**src/rtl/core/chi_pkg.sv**
```systemverilog
// Shared types, constants and width helpers for the cubic Hermite interpolator.
`timescale 1ns / 1ps
`default_nettype none

package chi_pkg;

   localparam int FRAC_BITS = 16;
   localparam int VAL_WIDTH = 32;
   localparam int T_WIDTH   = 17;

   localparam logic ACTION_VALUE = 1'b0;
   localparam logic ACTION_DERIV = 1'b1;

   localparam logic signed [VAL_WIDTH-1:0] SAT_MAX = 32'sh7FFF_FFFF;
   localparam logic signed [VAL_WIDTH-1:0] SAT_MIN = 32'sh8000_0000;

   typedef struct packed {
      logic signed [VAL_WIDTH-1:0] start_value;
      logic signed [VAL_WIDTH-1:0] end_value;
      logic signed [VAL_WIDTH-1:0] start_tangent;
      logic signed [VAL_WIDTH-1:0] end_tangent;
      logic        [T_WIDTH-1:0]   param_t;
      logic signed [VAL_WIDTH-1:0] tangent_scale;
      logic                        action;
   } req_type;

   typedef struct packed {
      logic signed [VAL_WIDTH-1:0] result_value;
      logic                        saturated;
   } rsp_type;

   function automatic int basis_width(input int frac_bits);
      return ((frac_bits > T_WIDTH) ? frac_bits : T_WIDTH) + 4;
   endfunction

   function automatic int blend_width(input int frac_bits);
      return basis_width(frac_bits) + VAL_WIDTH + 1;
   endfunction

endpackage

`default_nettype wire

```
**src/rtl/core/chi_basis.sv**
```systemverilog
// Pipeline stages one to three: parameter clamp, powers of t and the Hermite basis.
`timescale 1ns / 1ps
`default_nettype none

module chi_basis #(
   parameter int FRAC_BITS = chi_pkg::FRAC_BITS
) (
   input  logic                                               clock,
   input  logic                                               reset,
   input  logic                                               in_valid,
   output logic                                               in_stall,
   input  chi_pkg::req_type                                   in_data,
   output logic                                               out_valid,
   input  logic                                               out_stall,
   output chi_pkg::req_type                                   out_data,
   output logic signed [chi_pkg::basis_width(FRAC_BITS)-1:0] b00,
   output logic signed [chi_pkg::basis_width(FRAC_BITS)-1:0] b01,
   output logic signed [chi_pkg::basis_width(FRAC_BITS)-1:0] b10,
   output logic signed [chi_pkg::basis_width(FRAC_BITS)-1:0] b11
);
   import chi_pkg::*;

   localparam int BW  = basis_width(FRAC_BITS);
   localparam int SQW = 2 * T_WIDTH + 1;

   localparam logic [31:0]           ONE_WIDE = 32'd1 << FRAC_BITS;
   localparam logic [SQW-1:0]        HALF     = SQW'(1) << (FRAC_BITS - 1);
   localparam logic signed [BW-1:0] ONE_B    = BW'(1) << FRAC_BITS;
   localparam logic signed [BW-1:0] K2       = BW'(2);
   localparam logic signed [BW-1:0] K3       = BW'(3);
   localparam logic signed [BW-1:0] K4       = BW'(4);
   localparam logic signed [BW-1:0] K6       = BW'(6);

   logic s1_valid_ff, s2_valid_ff, s3_valid_ff;
   logic s1_stall, s2_stall, s3_stall;

   logic [T_WIDTH-1:0] t_clamp, t2_in, t3_in;
   logic [T_WIDTH-1:0] s1_t_ff, s1_t2_ff;
   logic [T_WIDTH-1:0] s2_t_ff, s2_t2_ff, s2_t3_ff;
   logic [SQW-1:0]     square, cube;

   req_type s1_req_ff, s2_req_ff, s3_req_ff;

   logic signed [BW-1:0] te, t2e, t3e;
   logic signed [BW-1:0] b00_in, b01_in, b10_in, b11_in;
   logic signed [BW-1:0] b00_ff, b01_ff, b10_ff, b11_ff;

   assign s3_stall = s3_valid_ff & out_stall;
   assign s2_stall = s2_valid_ff & s3_stall;
   assign s1_stall = s1_valid_ff & s2_stall;
   assign in_stall = s1_stall;

   always_comb begin
      t_clamp = (32'(in_data.param_t) > ONE_WIDE) ? ONE_WIDE[T_WIDTH-1:0]
                                                  : in_data.param_t;
      square  = SQW'(t_clamp) * SQW'(t_clamp) + HALF;
      t2_in   = T_WIDTH'(square >> FRAC_BITS);
      cube    = SQW'(s1_t2_ff) * SQW'(s1_t_ff) + HALF;
      t3_in   = T_WIDTH'(cube >> FRAC_BITS);
   end

   always_comb begin
      te  = signed'(BW'(s2_t_ff));
      t2e = signed'(BW'(s2_t2_ff));
      t3e = signed'(BW'(s2_t3_ff));
      if (s2_req_ff.action == ACTION_DERIV) begin
         b00_in = K6 * t2e - K6 * te;
         b01_in = -b00_in;
         b10_in = K3 * t2e - K4 * te + ONE_B;
         b11_in = K3 * t2e - K2 * te;
      end else begin
         b00_in = K2 * t3e - K3 * t2e + ONE_B;
         b01_in = ONE_B - b00_in;
         b10_in = t3e - K2 * t2e + te;
         b11_in = t3e - t2e;
      end
   end

   always_ff @(posedge clock) begin
      if (reset) begin
         s1_valid_ff <= 1'b0;
         s2_valid_ff <= 1'b0;
         s3_valid_ff <= 1'b0;
      end else begin
         if (!s1_stall) s1_valid_ff <= in_valid;
         if (!s2_stall) s2_valid_ff <= s1_valid_ff;
         if (!s3_stall) s3_valid_ff <= s2_valid_ff;
      end
   end

   always_ff @(posedge clock) begin
      if (!s1_stall) begin
         s1_req_ff <= in_data;
         s1_t_ff   <= t_clamp;
         s1_t2_ff  <= t2_in;
      end
      if (!s2_stall) begin
         s2_req_ff <= s1_req_ff;
         s2_t_ff   <= s1_t_ff;
         s2_t2_ff  <= s1_t2_ff;
         s2_t3_ff  <= t3_in;
      end
      if (!s3_stall) begin
         s3_req_ff <= s2_req_ff;
         b00_ff    <= b00_in;
         b01_ff    <= b01_in;
         b10_ff    <= b10_in;
         b11_ff    <= b11_in;
      end
   end

   assign out_valid = s3_valid_ff;
   assign out_data  = s3_req_ff;
   assign b00       = b00_ff;
   assign b01       = b01_ff;
   assign b10       = b10_ff;
   assign b11       = b11_ff;

endmodule

`default_nettype wire

```
**config.mk**
```make
export PLATFORM = sky130hd
export DESIGN_NAME = chi_basis
export DESIGN_NICKNAME = d
export VERILOG_FILES = /design/src/rtl/core/chi_pkg.sv /design/src/rtl/core/chi_basis.sv
export SDC_FILE = /design/constraint.sdc
export NUM_CORES = 2
export LEC_CHECK = 0
export ABC_AREA = 1
export ABC_CLOCK_PERIOD_IN_PS = 65500
export BUFFER_PORTS_ARGS = -buffer_cell sky130_fd_sc_hd__buf_2
export CAP_MARGIN = 20
export CORE_UTILIZATION = 40
export DETAILED_ROUTE_END_ITERATION = 7
export SYNTH_ARGS = -nofsm -noshare
export SYNTH_HDL_FRONTEND = slang
export SYNTH_SLANG_ARGS = --single-unit
```
**constraint.sdc**
```tcl
create_clock -name clock -period 65.5 [get_ports clock]
set_clock_uncertainty 0.05 [all_clocks]
set_input_delay 16.375 -clock clock [delete_from_list [all_inputs] [get_ports clock]]
set_output_delay 16.375 -clock clock [all_outputs]
set_load 0.01 [all_outputs]
```
==> reports/results.txt <==
startpoint types - input port
status - finished clean
worst path cell trace - buf_2, nand2_4, nor2_1, inv_8, nor2_1, buf_2
clock sink count - 706
Worst-Skew Late Latency - 0.66 ns
Slowest Stage Delay on Critical Path - 0.47 ns
FF-to-FF End - s2_t3_ff[13]
Worst-Margin Slew - 1.09 ns
Slew Viols, Final - 0
WHS Endpoint - s2_req_ff[33]
EDFF count, synth - 703
worst r2r src - s1_t2_ff[12]
Synth Area in Simple Gates - 13.0%
initial antenna violation count - 10
stages on the worst setup path - 6
RSZ-0062 raised after global routing - no
Worst Reg-to-Reg Cells - 21
fin nets - 6287
routed len/inst - 18.1 um
post-synth cell types - 62
multiplexer share of the synthesized area - 0.0204%
clk buf depth - 3
Syn-to-layout area delta - 13.2%
area leader, netlist - edfxtp_1
CTS Hold Bufs - 0
largest net degree at the start of global routing - 146
Async S/R FF share, synth - 0%
# setup viols final - 0
core box area - 122000 sq um
Crit-path slowest cell - nor2_1
Syn Area/Cell - 10.2 sq um
Worst slew margin - 26.9%
most frequent cell after synthesis - nand2_1
CP Buf/Inv Count - 3
dpl hpwl - 99600 um
All-Layer GR Usage - 20.5%
Via density - 4.89
grt ovf - 0
adder-cell share of the synthesized area - 27.3%
via count - 34100
layout cell share with drive strength beyond 1 - 12.3%
first-pass GRT wire length - 197000 um
Die Wd - 353 um
#FFs+latches synth - 706
ANT nets after route - 0
hold crit path type - reg -> reg
H-tree Lvls - 3
drt first pass iters - 5
worst setup path class - in -> out
HP Start - s1_req_ff[33]
port buffer count - 445
Starting DRT DRC Count - 2321
top cell type's share of synthesized area - 43.0%
Die H - 353 um
Worst setup EP type - output pin
Reg clk slew, reported paths - 0.06 ns
CTS resizes - 0
max_cap viols - 0
Initial Util - 40.3%
# IOs - 446
crit-path leading delay family - simple AND/OR/NAND/NOR gates
Synth Area in Compound Gates - 5.81%
Seq/Total Area, Yosys - 43.1%
GPL Wtd Cong - 0.925
largest cells by area after synthesis - edfxtp_1, fa_1, ha_1
Setup TNS - 0 ns
post-synthesis xor/xnor area fraction - 2.13%
Fmax - 28.8 MHz
Ys Warns - 0
vias in the first global route - 34700
row count - 128
Synth top cells by count - nand2_1, inv_1, edfxtp_1
main combinational cell family by area after synthesis - adder cells
minimum clock period - 34.71 ns
top_reg_cell synth - edfxtp_1
TritonCTS clock tree - done
crit path DAT - 18.28 ns
Crit Path Max Fanout - 87
Hold Path Depth - 0
Hold Vio Cnt, Final - 0
Worst Path Required - 49.08 ns
die area - 124000 sq um
postcts setup bufs - 0
drt drc - 0
DRT Wirelength - 126000 um
Mapped Cells - 4832
TritonCTS Buffers - 73
Final Cycle Share - 53.0%
Worst R2R Setup Slack - 59.03 ns
post-synthesis instance area - 49100 sq um
Root Buffer Master - clkbuf_16
## layout by cell type (no fill, tap or decap), types with 8 or more instances in the layout
cell,synthesis,routed
xor2_1,73,73
nand3b_1,8,8
clkinvlp_4,0,8
nand4_1,38,38
buf_2,8,445
a21o_1,15,15
ha_1,395,395
nand3_1,118,118
nand2_2,15,15
nor2_1,293,293
fa_1,424,424
xnor2_1,36,36
clkinv_1,3,14
a31oi_1,16,16
inv_1,994,991
o21bai_1,18,18
clkbuf_16,0,73
o211ai_1,10,10
a21oi_1,238,238
nor2_2,14,14
inv_2,23,24
o31ai_1,9,9
o21ai_0,167,167
nor3_1,27,27
buf_4,0,10
edfxtp_1,703,703
o21ai_1,15,15
conb_1,2,24
nand2_1,1003,1002
nor4_1,8,8
clkinv_2,0,15
## sequential cells by signal (all words and copies together) (netlist names), 17 cells and up
| signal | flops |
|---|---|
| s1_req_ff | 178 |
| b11 | 21 |
| s1_t_ff | 17 |
| s2_t_ff | 17 |
| s2_t2_ff | 17 |
| s2_req_ff | 178 |
| s2_t3_ff | 17 |
| b00 | 21 |
| b10 | 21 |
| s1_t2_ff | 17 |
| b01 | 21 |
| out_data | 178 |
## metrics by stage
stage	instance area [sq um]	instances	hold WS [ns]	setup slack, ns	utilization [%]
after floorplan	49200	4854	0.350	21.90	-
after global placement	53200	6836	0.350	30.68	43.7
after detailed placement	53200	6836	0.355	30.70	43.7
after CTS	55600	6969	0.345	30.70	45.6
after global routing	55600	6972	0.351	30.54	45.6
final	55600	6976	0.338	30.79	45.7
## routing by layer
layer | share of wire (%) | GRT usage [%]
met1 | 44 | 27.0
met2 | 49 | 35.1
met3 | 4.8 | 2.64
met4 | 2.8 | 6.45
met5 | 0 | 0
## worst register-to-register path, delay by kind of cell, from the launching register on
| family | cells | cell delay [ns] |
|---|---|---|
| AO/OA/AOI/OAI | 1 | 0.09 |
| XOR/XNOR | 1 | 0.14 |
| adder cells (fa/ha/maj) | 7 | 3.39 |
| buffers and inverters | 5 | 0.28 |
| flip-flops | 1 | 1.00 |
| AND/OR/NAND/NOR | 7 | 1.24 |
## final cells by class
cell class | count | area [sq um]
multi-input combinational | 3029 | 23800
fill | 11500 | 66200
sequential | 706 | 21200
clock buffer | 80 | 1850
antenna | 7 | 17.5
clock inverter | 53 | 571
tap | 1625 | 2030
timing repair buffer | 456 | 2320
inverter | 1020 | 3840
## worst max path at each step
stage               slack [ns]  startpoint       end
detailed placement       30.70   out_stall  in_stall
CTS                      30.70   out_stall  in_stall
finish                   30.79   out_stall  in_stall
global route             30.54   out_stall  in_stall
global placement         30.68   out_stall  in_stall
floorplan                21.90   out_stall  in_stall
## cells by family after synthesis
| logic type | Yosys count |
|---|---|
| buffers and inverters | 1119 |
| xor gates and xnor gates | 114 |
| muxes | 1 |
| adders and majority gates | 819 |
| and+or+nand+nor | 1551 |
| other | 2 |
| AOI/OAI and AO/OA | 520 |
| DFF | 706 |
Power is not shown: default switching activity piles up to over one toggle a cycle in this logic, so the estimate is an artifact.
